[config.mk]
export PLATFORM = sky130hd
export DESIGN_NAME = fp8_e5m2_add_sub
export DESIGN_NICKNAME = d
export VERILOG_FILES = /design/src/sv/fp8as_pkg.sv /design/src/sv/fp8as_align.sv /design/src/sv/fp8as_combine.sv /design/src/sv/fp8as_round.sv /design/src/sv/fp8_e5m2_add_sub.sv
export SDC_FILE = /design/constraint.sdc
export NUM_CORES = 1
export LEC_CHECK = 0
export BUFFER_PORTS_ARGS = -buffer_cell sky130_fd_sc_hd__buf_4
export CAP_MARGIN = 10
export CORE_ASPECT_RATIO = 1.4
export CORE_UTILIZATION = 35
export CTS_CLUSTER_SIZE = 24
export DETAILED_ROUTE_END_ITERATION = 16
export SYNTH_ARGS = -nofsm -noshare
export SYNTH_HDL_FRONTEND = slang
export SYNTH_SLANG_ARGS = --single-unit
[constraint.sdc]
create_clock -name clk -period 4.6 [get_ports clk]
set_input_delay 0.23 -clock clk [delete_from_list [all_inputs] [get_ports clk]]
set_output_delay 0.23 -clock clk [all_outputs]
set_load 0.005 [all_outputs]
[src/sv/fp8as_pkg.sv]
// Package: shared types and constants for the E5M2 adder/subtractor.
package fp8as_pkg;

    localparam int unsigned PipeDepth = 3;

    localparam logic [7:0] NAN_CODE     = 8'h7d;
    localparam logic [7:0] POS_INF_CODE = 8'h7c;
    localparam logic [7:0] NEG_INF_CODE = 8'hfc;
    localparam logic [4:0] EXP_ALL_ONES = 5'h1f;

    // stage 1 -> stage 2: aligned operands
    typedef struct packed {
        logic        special;
        logic [7:0]  special_value;
        logic        sa;
        logic        sb;
        logic [5:0]  e;
        logic [18:0] ma;
        logic [18:0] mb;
    } align_t;

    // stage 2 -> stage 3: combined magnitude
    typedef struct packed {
        logic        special;
        logic [7:0]  special_value;
        logic        s;
        logic [5:0]  e;
        logic [18:0] m;
    } sum_t;

endpackage

[src/sv/fp8as_align.sv]
// Stage 1: special cases, unpack and alignment.
module fp8as_align
    import fp8as_pkg::*;
(
    input  logic       cmd,
    input  logic [7:0] operand_a,
    input  logic [7:0] operand_b,
    output align_t     align
);

    logic [7:0]  b;
    logic        nan_a, nan_b, inf_a, inf_b, zero_a, zero_b;
    logic [5:0]  ea, eb;
    logic [18:0] ma, mb;
    logic [5:0]  d;

    always_comb
    begin
        b      = {operand_b[7] ^ cmd, operand_b[6:0]};
        nan_a  = operand_a[6:2] == EXP_ALL_ONES && operand_a[1:0] != 2'd0;
        nan_b  = b[6:2] == EXP_ALL_ONES && b[1:0] != 2'd0;
        inf_a  = operand_a[6:2] == EXP_ALL_ONES && operand_a[1:0] == 2'd0;
        inf_b  = b[6:2] == EXP_ALL_ONES && b[1:0] == 2'd0;
        zero_a = operand_a[6:0] == 7'd0;
        zero_b = b[6:0] == 7'd0;
        align.special = 1'b1;
        priority if (nan_a || nan_b)
            align.special_value = NAN_CODE;
        else if (inf_a && inf_b && operand_a[7] != b[7])
            align.special_value = NAN_CODE;
        else if (inf_a)
            align.special_value = operand_a;
        else if (inf_b)
            align.special_value = b;
        else if (zero_a)
            align.special_value = b;
        else if (zero_b)
            align.special_value = operand_a;
        else
        begin
            align.special       = 1'b0;
            align.special_value = 8'd0;
        end
        ea = (operand_a[6:2] == 5'd0) ? 6'd1 : {1'b0, operand_a[6:2]};
        eb = (b[6:2] == 5'd0) ? 6'd1 : {1'b0, b[6:2]};
        ma = {2'b0, operand_a[6:2] != 5'd0, operand_a[1:0], 14'd0} << 1;
        mb = {2'b0, b[6:2] != 5'd0, b[1:0], 14'd0} << 1;
        align.sa = operand_a[7];
        align.sb = b[7];
        if (ea > eb)
        begin
            d        = ea - eb;
            align.e  = ea;
            align.ma = ma;
            align.mb = mb >> d;
        end
        else
        begin
            d        = eb - ea;
            align.e  = eb;
            align.ma = ma >> d;
            align.mb = mb;
        end
    end

endmodule

[src/sv/fp8as_combine.sv]
// Stage 2: magnitude add or subtract.
module fp8as_combine
    import fp8as_pkg::*;
(
    input  align_t align,
    output sum_t   sum
);

    always_comb
    begin
        sum.special       = align.special;
        sum.special_value = align.special_value;
        sum.e             = align.e;
        if (align.sa != align.sb)
        begin
            if (align.ma > align.mb)
            begin
                sum.m = align.ma - align.mb;
                sum.s = align.sa;
            end
            else
            begin
                sum.m = align.mb - align.ma;
                sum.s = align.sb;
            end
        end
        else
        begin
            sum.m = align.ma + align.mb;
            sum.s = align.sa;
        end
    end

endmodule

[src/sv/fp8as_round.sv]
// Stage 3: normalise, round to nearest even and pack.
module fp8as_round
    import fp8as_pkg::*;
(
    input  sum_t       sum,
    output logic [7:0] result
);

    logic [18:0]       m;
    logic signed [7:0] e;
    logic              sticky;
    logic [4:0]        lz;
    logic [3:0]        r;
    logic              g, l;

    always_comb
    begin
        m      = sum.m;
        e      = $signed({2'b00, sum.e});
        sticky = 1'b0;
        lz     = 5'd0;
        if (m[18])
        begin
            e      = e + 8'sd1;
            sticky = m[0];
            m      = m >> 1;
        end
        else
        begin
            for (int i = 17; i >= 0; i--)
                if (m[i] && lz == 5'd0 && !m[17])
                    lz = 5'(17 - i);
            e = e - $signed({3'b000, lz});
            m = m << lz;
        end
        l      = m[15];
        g      = m[14];
        sticky = sticky | (m[13:0] != 14'd0);
        r      = {1'b0, m[17:15]} + {3'd0, g & (l | sticky)};
        if (r[3])
        begin
            e = e + 8'sd1;
            r = r >> 1;
        end
        if (sum.special)
            result = sum.special_value;
        else if (sum.m == 19'd0)
            result = 8'h00;
        else if (e >= 8'sd31)
            result = sum.s ? NEG_INF_CODE : POS_INF_CODE;
        else if (e <= -8'sd2)
            result = 8'h00;
        else if (e == -8'sd1)
            result = {sum.s, 5'd0, r[3:2]};
        else if (e == 8'sd0)
            result = {sum.s, 5'd0, r[2:1]};
        else
            result = {sum.s, e[4:0], r[1:0]};
    end

endmodule

[src/sv/fp8_e5m2_add_sub.sv]
// Top level: pipelined E5M2 add/subtract with stream handshake.
// The result is registered in align_reg, sum_reg and res_reg in turn before it appears on m_tdata.
// Throughput: one item per cycle while the output is not stalled, set by the three register stages.
// A stall freezes every full stage back to the first empty one; an empty stage still fills while stalled.
// Reset (rst_n low, asynchronous) clears all stage valid bits.
module fp8_e5m2_add_sub
    import fp8as_pkg::*;
(
    input  logic        clk,
    input  logic        rst_n,
    input  logic        s_tvalid,
    output logic        s_tready,
    input  logic [15:0] s_tdata,   // operand_a, operand_b
    input  logic        s_tuser,   // cmd
    output logic        m_tvalid,
    input  logic        m_tready,
    output logic [7:0]  m_tdata    // sum_value
);

    align_t     align_next, align_reg;
    sum_t       sum_next, sum_reg;
    logic [7:0] res_next, res_reg;
    logic       v1_reg, v2_reg, v3_reg;
    logic       en1, en2, en3;

    fp8as_align  u_align (.cmd(s_tuser), .operand_a(s_tdata[7:0]),
                          .operand_b(s_tdata[15:8]), .align(align_next));
    fp8as_combine u_comb (.align(align_reg), .sum(sum_next));
    fp8as_round  u_round (.sum(sum_reg), .result(res_next));

    assign en3      = !v3_reg || m_tready;
    assign en2      = !v2_reg || en3;
    assign en1      = !v1_reg || en2;
    assign s_tready = en1;
    assign m_tvalid = v3_reg;
    assign m_tdata  = res_reg;

    always_ff @(posedge clk or negedge rst_n)
    begin
        if (!rst_n)
        begin
            v1_reg <= 1'b0;
            v2_reg <= 1'b0;
            v3_reg <= 1'b0;
        end
        else
        begin
            if (en1) v1_reg <= s_tvalid;
            if (en2) v2_reg <= v1_reg;
            if (en3) v3_reg <= v2_reg;
        end
    end

    always_ff @(posedge clk)
    begin
        if (en1) align_reg <= align_next;
        if (en2) sum_reg   <= sum_next;
        if (en3) res_reg   <= res_next;
    end

endmodule

==> After elaboration in Yosys (flattened, before gate mapping) <==
Index checks and enable logic that the tools add are counted.
{ "word_totals": {"ff_bits": 101, "output_inout_bits": 10} }
{ "op_classes": {"addsub": 9, "order_cmp": 4, "n_eq_ne": 5, "n_shift": 3, "n_mux": 59, "bitwise": 4, "n_reduce_logical": 80} }
{ "op_table": {"columns": ["cell", "n"], "rows": [
  ["$mux W5", 37],
  ["$logic_not A5 Y1", 19],
  ["$mux W8", 11],
  ["$mux W44", 1],
  ["$logic_and A1 B1 Y1", 40],
  ["$mux W19", 2],
  ["$shr A18 B6 Y19", 2],
  ["$sub A19 B19 Y19", 2],
  ["$add A19 B19 Y19", 1],
  ["$gt A19 B19 Y1", 1],
  ["$logic_not A19 Y1", 1],
  ["$shl A19 B5 Y18", 1],
  ["$mux W18", 1],
  ["$logic_not A7 Y1", 2],
  ["$mux W7", 2],
  ["$reduce_bool A14 Y1", 1],
  ["$sub A6 B6 Y6", 2],
  ["$eq A5 B5 Y1 const B", 2],
  ["$reduce_bool A5 Y1", 2],
  ["$add A8 B2 Y8 const B", 1],
  ["$eq A8 B1 Y1 const B", 1],
  ["$ge A8 B6 Y1 const B", 1],
  ["$le A8 B2 Y1 const B", 1],
  ["$logic_not A8 Y1", 1],
  ["16 further kinds", 29]
]} }

==> Depth between registers and ports, before layout <==
Gate-level depths: netlist of run 1.
{ "logic_depth": {"depth_word": 101, "ltp_mapped": 26} }

==> By module <==
From an unflattened synthesis of run 1, not the netlist that was laid out.
{ "hier_totals": {"hier_cells": 1137, "area_unflattened_um2": 10186.0} }
{ "modules_own_cells": {"columns": ["mod", "instances", "cells_each", "area_per_inst_um2", "seq_area_each_um2"], "rows": [
  ["fp8_e5m2_add_sub", 1, 108, 3069.2, 3017.9],
  ["fp8as_combine", 1, 432, 3052.9, 0.0],
  ["fp8as_round", 1, 314, 2149.6, 0.0],
  ["fp8as_align", 1, 283, 1914.3, 0.0]
]} }

==> Least setup slack after synthesis of run 1 <==
OpenSTA, ideal clock, no wires.
{ "synth_path": {"path_type": "register to register", "startpoint": "reg sum_reg[13] in the netlist's numbering", "endpoint": "reg res_reg[0] (netlist: m_tdata[0]) (data pin)", "arrival_time_ns": 4.851, "setup_slack_ns": -0.508, "path_stages_with_launch": 24, "path_buffers": 3, "cell_sequence": "edfxtp_1 buf_6 or4_4 o311ai_2 nand2_1 nor3_1 nor2_2 a22o_1 buf_6 inv_6 buf_6 ha_1 inv_1 fa_1 xor2_1 a21oi_1 nor3_1 and2_1 nor2b_1 mux2_4 a221o_1 a31oi_1 mux2i_1 a32o_1"} }
{ "synth_between": {"elab_chain_len": 84, "word_cells_on_any_way": 92, "classes_between": "add/sub (3); order compare (2); eq/ne (1); shift (1); mux (38); bitwise (3); reduce/logical (44)"} }
{ "synth_rtl": {"columns": ["element", "line", "text"], "rows": [
  ["start, declared", "fp8_e5m2_add_sub.sv:21", "sum_t sum_next, sum_reg;"],
  ["start signal, assigned", "fp8_e5m2_add_sub.sv:57", "if (en2) sum_reg <= sum_next;"],
  ["branches (longest 82 deep; another with $mux W5)", null, null],
  ["$mux W8 *", "fp8as_round.sv:47", "else if (sum.m == 19'd0)"],
  ["$mux W8 *", "fp8as_round.sv:45", "if (sum.special)"],
  ["net res_next[0]", "fp8_e5m2_add_sub.sv:22", "logic [7:0] res_next, res_reg;"],
  ["end signal, assigned", "fp8_e5m2_add_sub.sv:58", "if (en3) res_reg <= res_next;"],
  ["end, declared", "fp8_e5m2_add_sub.sv:22", null]
]} }
Mark *: on every way through the listed nets, which the timed path passes. The select of a mux whose other input is x is not followed.
A chain may end at the register's enable or synchronous reset.

==> Worst setup path after layout of run 1 <==
{ "layout_path": {"startpoint": "reg sum_reg[10] in the netlist's numbering", "endpoint": "reg res_reg[1] (netlist: m_tdata[1]) (data pin)"} }
{ "layout_between": {"elab_chain_len": 69, "word_cells_on_any_way": 77, "classes_between": "add/sub (3); order compare (2); eq/ne (1); shift (1); mux (32); bitwise (3); reduce/logical (35)"} }
{ "layout_rtl": {"columns": ["element", "line"], "rows": [
  ["branches (longest 67 deep; another with $mux W5)", null],
  ["$mux W8 *", "fp8as_round.sv:47"],
  ["$mux W8 *", "fp8as_round.sv:45"],
  ["net res_next[1]", "fp8_e5m2_add_sub.sv:22"]
]} }
Marks and branches as above.

==> flow_metrics.py, run 1 <==
metrics = {
    "yosys": {
        "synth-edff-count": 94,
        "mappedNetlistNets": 1128,
        "netlist_area_sq_um": 8960,
        "synth_cell_type_count": 90,
        "post_synth_inst_count": 1028,
        "synth_largest_type_area_fraction_pct": 31.50,
        "synth_largest_area_cell": "sky130_fd_sc_hd__edfxtp_1",
        "synthMostInstantiatedCell": "sky130_fd_sc_hd__edfxtp_1",
        "ys_async_sr_fraction_pct": 3.093,
        "synthesis.area_per_instance_sq_um": 8.716,
        "yosys_warnings": 0,
        "yosys_register_bits": 97,
        "synth_ff_type": "sky130_fd_sc_hd__edfxtp_1",
        "seq_area_frac_synth_pct": 32.34,
        "synth.top_cells.by_area": "sky130_fd_sc_hd__edfxtp_1, sky130_fd_sc_hd__ha_1, sky130_fd_sc_hd__a21oi_1",
        "synth_top_cells_by_count": "sky130_fd_sc_hd__edfxtp_1, sky130_fd_sc_hd__nor2_1, sky130_fd_sc_hd__inv_1, sky130_fd_sc_hd__a21oi_1, sky130_fd_sc_hd__ha_1",
    },
    "cts": {
        "clk_pin_slew_ns": 0.07,
        "worstSkewPairLatency_ns": 0.36,
        "cts_buffer_depth": 2,
        "htreeDepth": 3,
        "ctsRootBufferMaster": "sky130_fd_sc_hd__clkbuf_16",
        "tritoncts": "done",
        "clock-sinks": 97,
        "cts-buffers-inserted": 9,
    },
    "floorplan": {
        "placement_rows": 68,
        "die_width_um": 137.2,
        "initial_utilization_pct": 35.94,
        "die_height_um": 191.3,
        "floorplan_die_area_sq_um": 26250,
        "boundaryPins": 31,
        "fp.coreArea_sq_um": 24930,
    },
    "worst_setup_path": {
        "crit_path_max_fanout": 4,
        "timing.critical_path.slowest_cell_delay_ns": 0.60,
        "worst_path_cell_trace": "or4_4 > o311ai_4 > nand2_2 > or3b_4 > or2_4 > nand2_2 > inv_2 > ha_4 > a21o_1 > xnor2_1 > o21ai_1 > inv_1 > nor2_2 > and2_4 > and4_4 > nand3b_1 > o21a_1 > nand3b_1 > mux2i_1 > a32o_1",
        "path_depth": 20,
        "criticalPathCategory": "reg -> reg",
        "crit_buf_inv": 2,
        "worst_path_dominant_cell_family": "simple AND/OR/NAND/NOR gates",
        "timing.reg2reg.worst_path_depth": 20,
        "endpoint_kind": "flip-flop",
        "timing.critical_path.required_ns": 4.71,
        "worst-endpoint-arrival_ns": 4.80,
        "worst_path_max_delay_cell": "sky130_fd_sc_hd__or4_4",
        "startpoint_type": "flip-flop",
    },
    "hold_path": {
        "min_path_cells": 2,
        "timing.hold.worst.class": "in -> reg",
    },
    "layout": {
        "num-nets-final": 1260,
        "synthToLayoutAreaGrowth_pct": 24.31,
        "antenna_cells_inserted": 0,
        "final_design_area_no_fill_sq_um": 11140,
        "final-instance-count-excl-fill": 1480,
        "filler_cell_count": 2382,
        "largest_register_ffs": 52,
        "final_layout_size_suffix_gt1_share_pct": 25.41,
    },
    "global_routing": {
        "grt_start_max_net_pins": 55,
        "grt_pass1_vias": 7868,
        "grt_antenna_before_repair": 0,
        "globalRoute.totalOverflow": 0,
        "groute.usage.overall_pct": 19.11,
        "first_pass_grt_wire_length_mm": 38.86,
    },
    "sta": {
        "fin_ws_ns": -0.08730,
        "finalCritPeriodShare_pct": 101.9,
        "final_hold_viol_count": 0,
        "clock_skew_ns": 0.008770,
        "setup_repair_after_global_routing_missed_its_margin": "yes",
        "period_needed_ns": 4.687,
        "final-setup-viol-count": 2,
        "slew-limit-headroom_pct": 44.90,
        "tightestPinTransition_ns": 0.8237,
        "slew_violations": 0,
        "maxClockFrequency_mhz": 213.3,
    },
    "run_status": {
        "status": "finished with violations",
        "violations": "setup timing",
    },
    "placement": {
        "port_buffers": 30,
        "finalWeightedCongestion": 0.9359,
        "hpwlAfterDp_mm": 19.42,
        "dpl-instance-area_sq_um": 10420,
        "place.detailed.instances": 1445,
    },
    "power_and_ir_drop": {
        "p_leak_uw": 0.004679,
        "power.density_cell_area_nw_per_um2": 666.0,
        "max-vdd-ir-drop_v": 0.0002547,
    },
    "detailed_routing": {
        "viasPerCell": 5.385,
        "antenna_violating_nets_post_route": 0,
        "detail_route.wirelength_mm": 24.31,
        "avgRoutedWirePerCell_um": 16.43,
        "drt-initial-drc-count": 497,
        "detail_route.drc_violations": 0,
        "detail_route.first_pass.iterations": 5,
        "num_vias": 7970,
    },
    "job": {
        "maxCapViolations": 0,
    },
}
## layout make-up
cell class | count | area [sq um] | area share [%]
multi-input combinational | 781 | 5777 | 51.86
sequential | 97 | 2898 | 26.02
timing repair buffer | 179 | 1389 | 12.47
tap | 315 | 394.1 | 3.539
inverter | 92 | 357.8 | 3.213
clock buffer | 10 | 239.0 | 2.146
clock inverter | 6 | 83.83 | 0.7526
## path summary, 6_finish.rpt
| path | from | endpoint | slack [ns] |
|---|---|---|---|
| worst max-delay path | sum_reg[10] | m_tdata[1] | -0.09 |
| min in group asynchronous | rst_n | m_tvalid | 0.20 |
| max in group asynchronous | rst_n | v2_reg | 4.31 |
| worst min-delay path | s_tvalid | v1_reg | 0.06 |
| worst min register to register | align_reg[54] | sum_reg[34] | 0.42 |
| worst max register to register | sum_reg[10] | m_tdata[1] | -0.09 |
## power by group
group / internal (uW) / switching [uW]
Combinational: 2570 / 2650
Sequential: 1230 / 170
Clock: 450 / 348
## stage by stage
step | hold slack, ns | setup TNS, ns | power [uW] | worst slack [ns] | util (%)
after floorplan | -0.06559 | -0.5204 | 4309 | -0.2551 | -
after global placement | 0.02125 | -0.4288 | 6043 | -0.1901 | 41.80
after detailed placement | 0.02230 | -1.277 | 6058 | -0.2801 | 41.80
after CTS | 0.05446 | -0.1231 | 7170 | -0.08583 | 43.97
after global routing | 0.05217 | -0.9261 | 7967 | -0.3044 | 44.68
final | 0.06448 | -0.1705 | 7418 | -0.08730 | 44.68
## cells by family (layout without fill, tap and decap cells)
kind of cell | count (synthesis) | in the layout | synth area share [%]
AOI/OAI and AO/OA | 287 | 287 | 21.62
xor gates and xnor gates | 40 | 40 | 3.910
adders and majority gates | 79 | 79 | 11.53
buffers and inverters | 150 | 287 | 6.996
DFF | 97 | 97 | 32.34
muxes | 41 | 41 | 4.943
and+or+nand+nor | 334 | 334 | 18.66
## timing repair
item                                   CTS  global route
endpoints found under the hold margin    3             0
gates resized for setup                 27            30
setup endpoints to repair                8            11
gates cloned                             0             0
setup buffers                           11             8
pin swaps                               16            13
hold buffers                             1             0
## cells in the final DEF, fill, tap and decap left out, drive strengths merged, types with 12 or more instances in the layout
master / netlist / routed
mux2i: 28 / 28
nor2: 93 / 93
mux2: 13 / 13
inv: 91 / 94
ha: 73 / 73
a22oi: 13 / 13
a21o: 16 / 16
nand2b: 12 / 12
nor2b: 20 / 20
nand3: 38 / 38
nand2: 72 / 72
o21bai: 19 / 19
nor3: 33 / 33
xnor2: 25 / 25
a31oi: 13 / 13
a211oi: 13 / 13
buf: 18 / 178
xor2: 15 / 15
a21oi: 84 / 84
o21ai: 50 / 50
o22ai: 12 / 12
edfxtp: 94 / 94
## layer usage
metal	GRT usage (%)	wire length, um	vias up
met5	0	0	-
met2	37.51	13560	161
met1	20.28	9336	3756
met3	1.777	518	63
met4	7.819	900	0
li1	-	-	3990
## worst reg2reg max path, stage by stage (launching register included)
cell	delay [ns]
sky130_fd_sc_hd__edfxtp_1	0.40
sky130_fd_sc_hd__or4_4	0.60
sky130_fd_sc_hd__o311ai_4	0.28
sky130_fd_sc_hd__nand2_2	0.13
sky130_fd_sc_hd__or3b_4	0.43
sky130_fd_sc_hd__or2_4	0.27
sky130_fd_sc_hd__nand2_2	0.08
sky130_fd_sc_hd__inv_2	0.05
sky130_fd_sc_hd__ha_4	0.21
sky130_fd_sc_hd__a21o_1	0.20
sky130_fd_sc_hd__xnor2_1	0.13
sky130_fd_sc_hd__o21ai_1	0.15
sky130_fd_sc_hd__inv_1	0.09
sky130_fd_sc_hd__nor2_2	0.15
sky130_fd_sc_hd__and2_4	0.17
sky130_fd_sc_hd__and4_4	0.23
sky130_fd_sc_hd__nand3b_1	0.12
sky130_fd_sc_hd__o21a_1	0.16
sky130_fd_sc_hd__nand3b_1	0.22
sky130_fd_sc_hd__mux2i_1	0.15
sky130_fd_sc_hd__a32o_1	0.23
(Power assumes the default switching activity.)
==> run 2, diff against run 1 <==
SYNTH_HIERARCHICAL = 1   (was default)
==> run 2 against run 1 <==
The run still ends with setup timing left; flip-flop and latch count grew 4; fmax shrank 8.3%; critical path depth grew 5; register-to-register slack lost 0.42 ns; clock power shrank 11%; clock skew grew 0.0013 ns.
==> flow_metrics.py, run 2 <==
metrics = {
    "yosys": {
        "synth-compound-area-share_pct": 22.02,
        "ys_async_sr_fraction_pct": 2.970,
        "synth_largest_area_cell": "sky130_fd_sc_hd__edfxtp_1",
        "post_synth_fa_ha_maj_area_fraction_pct": 10.47,
        "yosys_warnings": 6,
        "seq_area_frac_synth_pct": 29.63,
        "synth_ff_type": "sky130_fd_sc_hd__edfxtp_1",
        "proportion_of_synthesized_area_in_mux_cells_pct": 4.520,
        "synth-edff-count": 98,
        "synth_cell_type_count": 106,
        "synthesis.area_per_instance_sq_um": 8.959,
        "synth-xor-area-share_pct": 4.999,
        "synthMostInstantiatedCell": "sky130_fd_sc_hd__edfxtp_1",
        "post_synth_inst_count": 1137,
        "synth_largest_type_area_fraction_pct": 28.89,
        "netlist_area_sq_um": 10190,
        "synth_simple_gate_area_share_pct": 20.29,
        "dominant_combinational_cell_family_by_area_after_synthesis": "compound AO/OA/AOI/OAI gates",
        "yosys_register_bits": 101,
        "synth.top_cells.by_area": "sky130_fd_sc_hd__edfxtp_1, sky130_fd_sc_hd__ha_1, sky130_fd_sc_hd__a21oi_1",
        "synth_top_cells_by_count": "sky130_fd_sc_hd__edfxtp_1, sky130_fd_sc_hd__inv_1, sky130_fd_sc_hd__nor2_1, sky130_fd_sc_hd__nand2_1, sky130_fd_sc_hd__ha_1",
    },
    "layout": {
        "fin_util_pct": 42.69,
        "largest_register_ffs": 55,
        "seqCellArea_sq_um": 3018,
        "antenna_cells_inserted": 0,
        "layout.cells.most_common": "sky130_fd_sc_hd__buf_4",
        "final_cell_mix": "sky130_fd_sc_hd__buf_4, sky130_fd_sc_hd__edfxtp_1, sky130_fd_sc_hd__inv_1",
        "synthToLayoutAreaGrowth_pct": 19.45,
        "multiInputGateArea_sq_um": 6631,
        "num-nets-final": 1359,
        "final_layout_size_suffix_gt1_share_pct": 23.99,
        "filler_cell_count": 2846,
    },
    "placement": {
        "finalWeightedCongestion": 0.9344,
        "preCtsSetupSlack_ns": -0.8294,
        "hpwlAfterDp_mm": 24.45,
        "port_buffers": 30,
    },
    "run_status": {
        "violations": "setup timing",
        "status": "finished with violations",
    },
    "hold_path": {
        "worstHoldEndpoint": "v1_reg",
        "min_path_cells": 2,
        "hp-start": "s_tvalid",
        "timing.hold.worst.class": "in -> reg",
    },
    "detailed_routing": {
        "detail_route.first_pass.iterations": 7,
        "viasPerCell": 5.634,
        "drt-initial-drc-count": 498,
        "num_vias": 9229,
        "antenna_violating_nets_post_route": 0,
        "avgRoutedWirePerCell_um": 18.60,
        "detail_route.drc_violations": 0,
        "detail_route.wirelength_mm": 30.47,
    },
    "worst_setup_path": {
        "startpoint_type": "flip-flop",
        "rr_endpoint": "m_tdata[1]",
        "crit_path_max_fanout": 4,
        "worstSetupStartpoint": "sum_reg[7]",
        "worst_path_dominant_cell_family": "simple AND/OR/NAND/NOR gates",
        "timing.rr.start": "sum_reg[7]",
        "reg_to_reg_setup_timing_slack_ns": -0.51,
        "worst_path_max_delay_cell": "sky130_fd_sc_hd__or4_4",
        "timing.reg2reg.worst_path_depth": 25,
        "endpoint_kind": "flip-flop",
        "worst-endpoint-arrival_ns": 5.23,
        "timing.critical_path.required_ns": 4.72,
        "crit_buf_inv": 4,
        "criticalPathCategory": "reg -> reg",
        "timing.critical_path.slowest_cell_delay_ns": 0.58,
    },
    "global_routing": {
        "groute.usage.overall_pct": 20.62,
        "globalRoute.totalOverflow": 0,
        "grt_start_max_net_pins": 50,
        "grt_antenna_before_repair": 0,
        "first_pass_grt_wire_length_mm": 48.48,
        "grt_pass1_vias": 9370,
    },
    "floorplan": {
        "placement_rows": 73,
        "initial_utilization_pct": 35.74,
        "fp.coreArea_sq_um": 28500,
        "boundaryPins": 31,
        "die_width_um": 146.2,
        "floorplan_die_area_sq_um": 29800,
        "die_height_um": 203.9,
    },
    "cts": {
        "cts_buffer_depth": 2,
        "clock-sinks": 101,
        "tritoncts": "done",
        "ctsRootBufferMaster": "sky130_fd_sc_hd__clkbuf_16",
        "worstSkewPairLatency_ns": 0.36,
        "cts-buffers-inserted": 9,
        "htreeDepth": 3,
        "clk_pin_slew_ns": 0.07,
    },
    "sta": {
        "fin_worst_hold_slack_ns": 0.06438,
        "clock_skew_ns": 0.01011,
        "fin_ws_ns": -0.5117,
        "final_hold_viol_count": 0,
        "slew_violations": 0,
        "finalCritPeriodShare_pct": 111.1,
        "tightestPinTransition_ns": 1.188,
        "period_needed_ns": 5.112,
        "setup_total_negative_slack_ns": -1.844,
        "final-setup-viol-count": 8,
        "maxClockFrequency_mhz": 195.6,
        "setup_repair_after_global_routing_missed_its_margin": "yes",
        "slew-limit-headroom_pct": 19.77,
    },
    "power_and_ir_drop": {
        "p_leak_uw": 0.005020,
        "power.density_cell_area_nw_per_um2": 628.1,
        "max-vdd-ir-drop_v": 0.0002130,
    },
    "job": {
        "maxCapViolations": 0,
    },
}
-- run 2: cell count changes after synthesis, moves of 7 or more --
cell,delta
sky130_fd_sc_hd__o211ai_1,+8
sky130_fd_sc_hd__buf_2,+12
sky130_fd_sc_hd__o21a_1,+10
sky130_fd_sc_hd__buf_4,+26
sky130_fd_sc_hd__a21oi_1,-12
sky130_fd_sc_hd__clkbuf_1,-12
sky130_fd_sc_hd__nand4_1,+12
sky130_fd_sc_hd__o21bai_1,-10
sky130_fd_sc_hd__nor2b_1,-7
sky130_fd_sc_hd__nand2_1,+9
sky130_fd_sc_hd__a22oi_1,-7
sky130_fd_sc_hd__a221oi_1,+7
sky130_fd_sc_hd__nor2_1,-8
sky130_fd_sc_hd__nor3_1,+17
-- run 2: layout make-up --
cell class              count  share of cell area (%)
flip-flops and latches    101                   24.80
multi-input cells         869                   54.50
clock inverters             7                  0.4114
clock buffers               9                   1.851
inverters                  89                   2.766
repair buffers            188                   11.81
well taps                 375                   3.856
-- run 2: metrics by stage --
stage | instance area, sq um | instances | total power (uW)
2_1_floorplan | 10290 | 1139 | 4517
3_3_place_gp | 11520 | 1600 | 6394
3_5_place_dp | 11520 | 1600 | 6436
4_1_cts | 12060 | 1633 | 7482
5_1_grt | 12170 | 1638 | 8145
6_report | 12170 | 1638 | 7642
-- run 2: logic make-up after synthesis --
| family | after synthesis |
|---|---|
| adders and majority gates | 82 |
| xor gates and xnor gates | 50 |
| other | 1 |
| DFF | 101 |
| muxes | 43 |
| AOI/OAI and AO/OA | 308 |
| and+or+nand+nor | 383 |
| buffers and inverters | 169 |
-- run 2: worst max path at each step --
stage                       endpoint  slack [ns]  cells after the start
after floorplan           m_tdata[0]       -0.85                     26
after global placement    m_tdata[1]       -0.72                     24
after detailed placement  m_tdata[1]       -0.83                     24
after CTS                 m_tdata[1]       -0.53                     24
after global routing      m_tdata[1]       -0.73                     25
final                     m_tdata[1]       -0.51                     25
-- run 2: timing repair --
action                                  in CTS  in global routing
hold buffers                                 1                  0
hold endpoints to repair                     3                  0
gates resized for setup                     29                 16
endpoints found under the setup margin       8                  8
cloned                                       0                  0
pin swaps                                   18                 14
setup buffers                               17                  5
-- run 2: worst reg2reg max path: cells and delay by family (launching register included) --
kind / cells / cell delay (ns)
and+or+nand+nor: 8 / 1.93
AOI/OAI and AO/OA: 7 / 1.21
DFF: 1 / 0.39
buffers and inverters: 4 / 0.40
xor gates and xnor gates: 1 / 0.12
muxes: 3 / 0.37
adders and majority gates: 2 / 0.46
-- run 2: power by group --
group	total, uW	switching [uW]	internal [uW]
Clock	711	341	369
Sequential	1430	155	1270
Combinational	5500	2910	2600
-- run 2: routing by layer --
layer	part of all wire, %	track usage (%)
met4	6.6	13.84
met2	53	38.83
met5	0	0
met3	2.8	2.054
met1	38	21.56
==> run 3, diff against run 2 <==
ABC_AREA = 1   (was default)
==> run 3 against run 2 <==
The run still ends with setup timing left; combinational power grew 48%; total power is 36% higher; setup slack got worse by 0.43 ns; fmax down 7.8%; non-clock buffer count decreased by 20; sequential share of layout area is 2.3 points lower; largest cell class unchanged.
==> flow_metrics.py, run 3 <==
metrics = {
    "run_status": {
        "status": "finished with violations",
        "violations": "setup timing",
    },
    "power_and_ir_drop": {
        "power.density_cell_area_nw_per_um2": 774.0,
        "power.combinational.fraction_pct": 78.6,
        "p_leak_uw": 0.006697,
        "power_frac_seq_pct": 13.8,
        "fin_total_pwr_uw": 10390,
        "netSwitchingPower_uw": 5294,
        "max-vdd-ir-drop_v": 0.0004396,
        "p_int_uw": 5096,
        "power.clock.fraction_pct": 7.6,
        "power_switching_share_pct": 50.95,
    },
    "yosys": {
        "synth_cell_type_count": 57,
        "post_synth_fa_ha_maj_area_fraction_pct": 9.143,
        "synth_simple_gate_area_share_pct": 41.44,
        "proportion_of_synthesized_area_in_mux_cells_pct": 0,
        "synth.top_cells.by_area": "sky130_fd_sc_hd__edfxtp_1, sky130_fd_sc_hd__nand2_1, sky130_fd_sc_hd__nand3_1",
        "yosys_register_bits": 101,
        "synth_top_cells_by_count": "sky130_fd_sc_hd__nand2_1, sky130_fd_sc_hd__inv_1, sky130_fd_sc_hd__nand3_1, sky130_fd_sc_hd__nor2_1, sky130_fd_sc_hd__edfxtp_1",
        "seq_area_frac_synth_pct": 26.38,
        "synth_largest_area_cell": "sky130_fd_sc_hd__edfxtp_1",
        "synth-compound-area-share_pct": 7.863,
        "dominant_combinational_cell_family_by_area_after_synthesis": "simple AND/OR/NAND/NOR gates",
        "ys_async_sr_fraction_pct": 2.970,
        "synth-xor-area-share_pct": 2.220,
        "synth_largest_type_area_fraction_pct": 25.72,
        "synthesis.area_per_instance_sq_um": 6.710,
        "synth_ff_type": "sky130_fd_sc_hd__edfxtp_1",
        "synth-edff-count": 98,
        "synthMostInstantiatedCell": "sky130_fd_sc_hd__nand2_1",
        "yosys_warnings": 6,
        "netlist_area_sq_um": 11440,
        "post_synth_inst_count": 1705,
    },
    "worst_setup_path": {
        "timing.reg2reg.worst_path_depth": 42,
        "crit_path_max_fanout": 5,
        "startpoint_type": "flip-flop",
        "timing.critical_path.slowest_cell_delay_ns": 0.49,
        "criticalPathCategory": "reg -> reg",
        "worst_path_max_delay_cell": "sky130_fd_sc_hd__edfxtp_1",
        "timing.rr.start": "sum_reg[17]",
        "rr_endpoint": "m_tdata[0]",
        "worst-endpoint-arrival_ns": 5.66,
        "reg_to_reg_setup_timing_slack_ns": -0.95,
        "endpoint_kind": "flip-flop",
        "timing.critical_path.required_ns": 4.72,
    },
    "hold_path": {
        "worstHoldEndpoint": "v1_reg",
        "min_path_cells": 3,
        "hp-start": "s_tvalid",
        "timing.hold.worst.class": "in -> reg",
    },
    "cts": {
        "clock-sinks": 101,
        "htreeDepth": 3,
        "cts_buffer_depth": 2,
        "cts-buffers-inserted": 9,
        "worstSkewPairLatency_ns": 0.36,
        "clk_pin_slew_ns": 0.08,
        "tritoncts": "done",
        "ctsRootBufferMaster": "sky130_fd_sc_hd__clkbuf_16",
    },
    "placement": {
        "preCtsSetupSlack_ns": -0.8631,
        "finalWeightedCongestion": 0.9549,
        "hpwlAfterDp_mm": 28.13,
        "port_buffers": 30,
        "dpl-instance-area_sq_um": 12660,
        "place.detailed.instances": 2227,
    },
    "layout": {
        "layout.cells.most_common": "sky130_fd_sc_hd__nand2_1",
        "final_layout_size_suffix_gt1_share_pct": 21.10,
        "final-instance-count-excl-fill": 2265,
        "filler_cell_count": 3403,
        "final_cell_mix": "sky130_fd_sc_hd__nand2_1, sky130_fd_sc_hd__inv_1, sky130_fd_sc_hd__nand3_1",
        "final_design_area_no_fill_sq_um": 13420,
        "largest_register_ffs": 55,
        "num-nets-final": 1921,
        "antenna_cells_inserted": 0,
        "synthToLayoutAreaGrowth_pct": 17.32,
    },
    "global_routing": {
        "groute.usage.overall_pct": 20.75,
        "grt_antenna_before_repair": 0,
        "first_pass_grt_wire_length_mm": 54.29,
        "globalRoute.totalOverflow": 0,
        "grt_pass1_vias": 11059,
        "grt_start_max_net_pins": 58,
    },
    "sta": {
        "period_needed_ns": 5.546,
        "slew-limit-headroom_pct": 32.80,
        "final_hold_viol_count": 0,
        "setup_repair_after_global_routing_missed_its_margin": "yes",
        "clock_skew_ns": 0.009682,
        "fin_ws_ns": -0.9462,
        "tightestPinTransition_ns": 1.008,
        "finalCritPeriodShare_pct": 120.6,
        "maxClockFrequency_mhz": 180.3,
        "fin_worst_hold_slack_ns": 0.05921,
        "final-setup-viol-count": 8,
        "slew_violations": 0,
    },
    "detailed_routing": {
        "num_vias": 11298,
        "avgRoutedWirePerCell_um": 15.30,
        "detail_route.first_pass.iterations": 6,
        "drt-initial-drc-count": 605,
        "antenna_violating_nets_post_route": 0,
        "detail_route.drc_violations": 0,
        "viasPerCell": 4.988,
        "detail_route.wirelength_mm": 34.65,
    },
    "floorplan": {
        "initial_utilization_pct": 35.42,
        "floorplan_die_area_sq_um": 33430,
        "fp.coreArea_sq_um": 32300,
        "placement_rows": 78,
        "die_width_um": 154.8,
        "die_height_um": 215.9,
        "boundaryPins": 31,
    },
    "job": {
        "maxCapViolations": 0,
    },
}
-- run 3: cell count changes in the layout (fill, tap and decap cells not counted), moves of 17 or more --
cell,previous run,this run
sky130_fd_sc_hd__inv_2,3,28
sky130_fd_sc_hd__nor3_1,47,12
sky130_fd_sc_hd__nand2_1,80,479
sky130_fd_sc_hd__nand2_4,0,25
sky130_fd_sc_hd__nand2_2,2,41
sky130_fd_sc_hd__xnor2_1,22,5
sky130_fd_sc_hd__nor2_1,81,150
sky130_fd_sc_hd__nand3_1,31,193
sky130_fd_sc_hd__inv_1,83,220
sky130_fd_sc_hd__buf_4,181,164
sky130_fd_sc_hd__nand3_2,4,28
sky130_fd_sc_hd__mux2i_1,29,0
-- run 3: cells by family after synthesis --
| family | count (synthesis) |
|---|---|
| AND/OR/NAND/NOR | 1016 |
| buffers and inverters | 316 |
| AO/OA/AOI/OAI | 162 |
| flip-flops | 101 |
| adder cells (fa/ha/maj) | 80 |
| XOR/XNOR | 29 |
| other | 1 |
-- run 3: power groups by stage --
| stage | clock network [uW] | logic [uW] | registers, uW |
|---|---|---|---|
| finish | 788 | 8160 | 1440 |
| global route | 835 | 9100 | 1470 |
| CTS | 804 | 7790 | 1440 |
| detailed placement | 0 | 7320 | 1450 |
| global placement | 0 | 7320 | 1450 |
| floorplan | 0 | 4720 | 1390 |
-- run 3: through the flow --
step	utilization (%)	TNS [ns]
global placement	39.19	-4.783
global route	41.55	-10.36
detailed placement	39.19	-6.032
CTS	40.94	-5.554
finish	41.55	-6.983
floorplan	-	-3.604
-- run 3: timing repair --
item | 4_1_cts | 5_1_grt
pin swaps | 35 | 38
setup endpoints to repair | 8 | 8
gates resized for setup | 38 | 38
setup buffers | 14 | 7
hold buffers | 1 | 0
endpoints found under the hold margin | 3 | 0
-- run 3: area by class of cell --
type	count	area, sq um	share of cell area, %
Inverter	250	942.2	7.019
Clock inverter	7	83.83	0.6245
Sequential cell	101	3018	22.48
Clock buffer	9	225.2	1.678
Multi-Input combinational cell	1290	7328	54.60
Tap cell	440	550.5	4.101
Timing Repair Buffer	168	1275	9.498
-- run 3: worst max path at each step --
stage                      from    endpoint  cells past startpoint  slack, ns
floorplan           sum_reg[15]  m_tdata[0]                     44      -0.57
global placement    sum_reg[17]  m_tdata[0]                     40      -0.69
detailed placement  sum_reg[15]  m_tdata[0]                     40      -0.86
CTS                 sum_reg[14]  m_tdata[0]                     41      -0.76
global route        sum_reg[15]  m_tdata[0]                     44      -1.37
finish              sum_reg[17]  m_tdata[0]                     42      -0.95
-- run 3: worst max-delay path: cells and delay by family (launching register included) --
| family | cells | cell delay [ns] |
|---|---|---|
| compound gates | 6 | 0.95 |
| xor+xnor | 1 | 0.19 |
| fa+ha+maj | 2 | 0.48 |
| buf+inv | 7 | 0.67 |
| flops | 1 | 0.49 |
| simple gates | 26 | 2.51 |
-- run 3: per-layer routing --
layer / vias to the layer above / share of wire, % / GRT usage (%)
li1: 5708 / - / -
met1: 5174 / 37 / 21.53
met2: 285 / 53 / 38.88
met3: 131 / 2.9 / 1.466
met4: 0 / 6.8 / 15.31
met5: - / 0 / 0
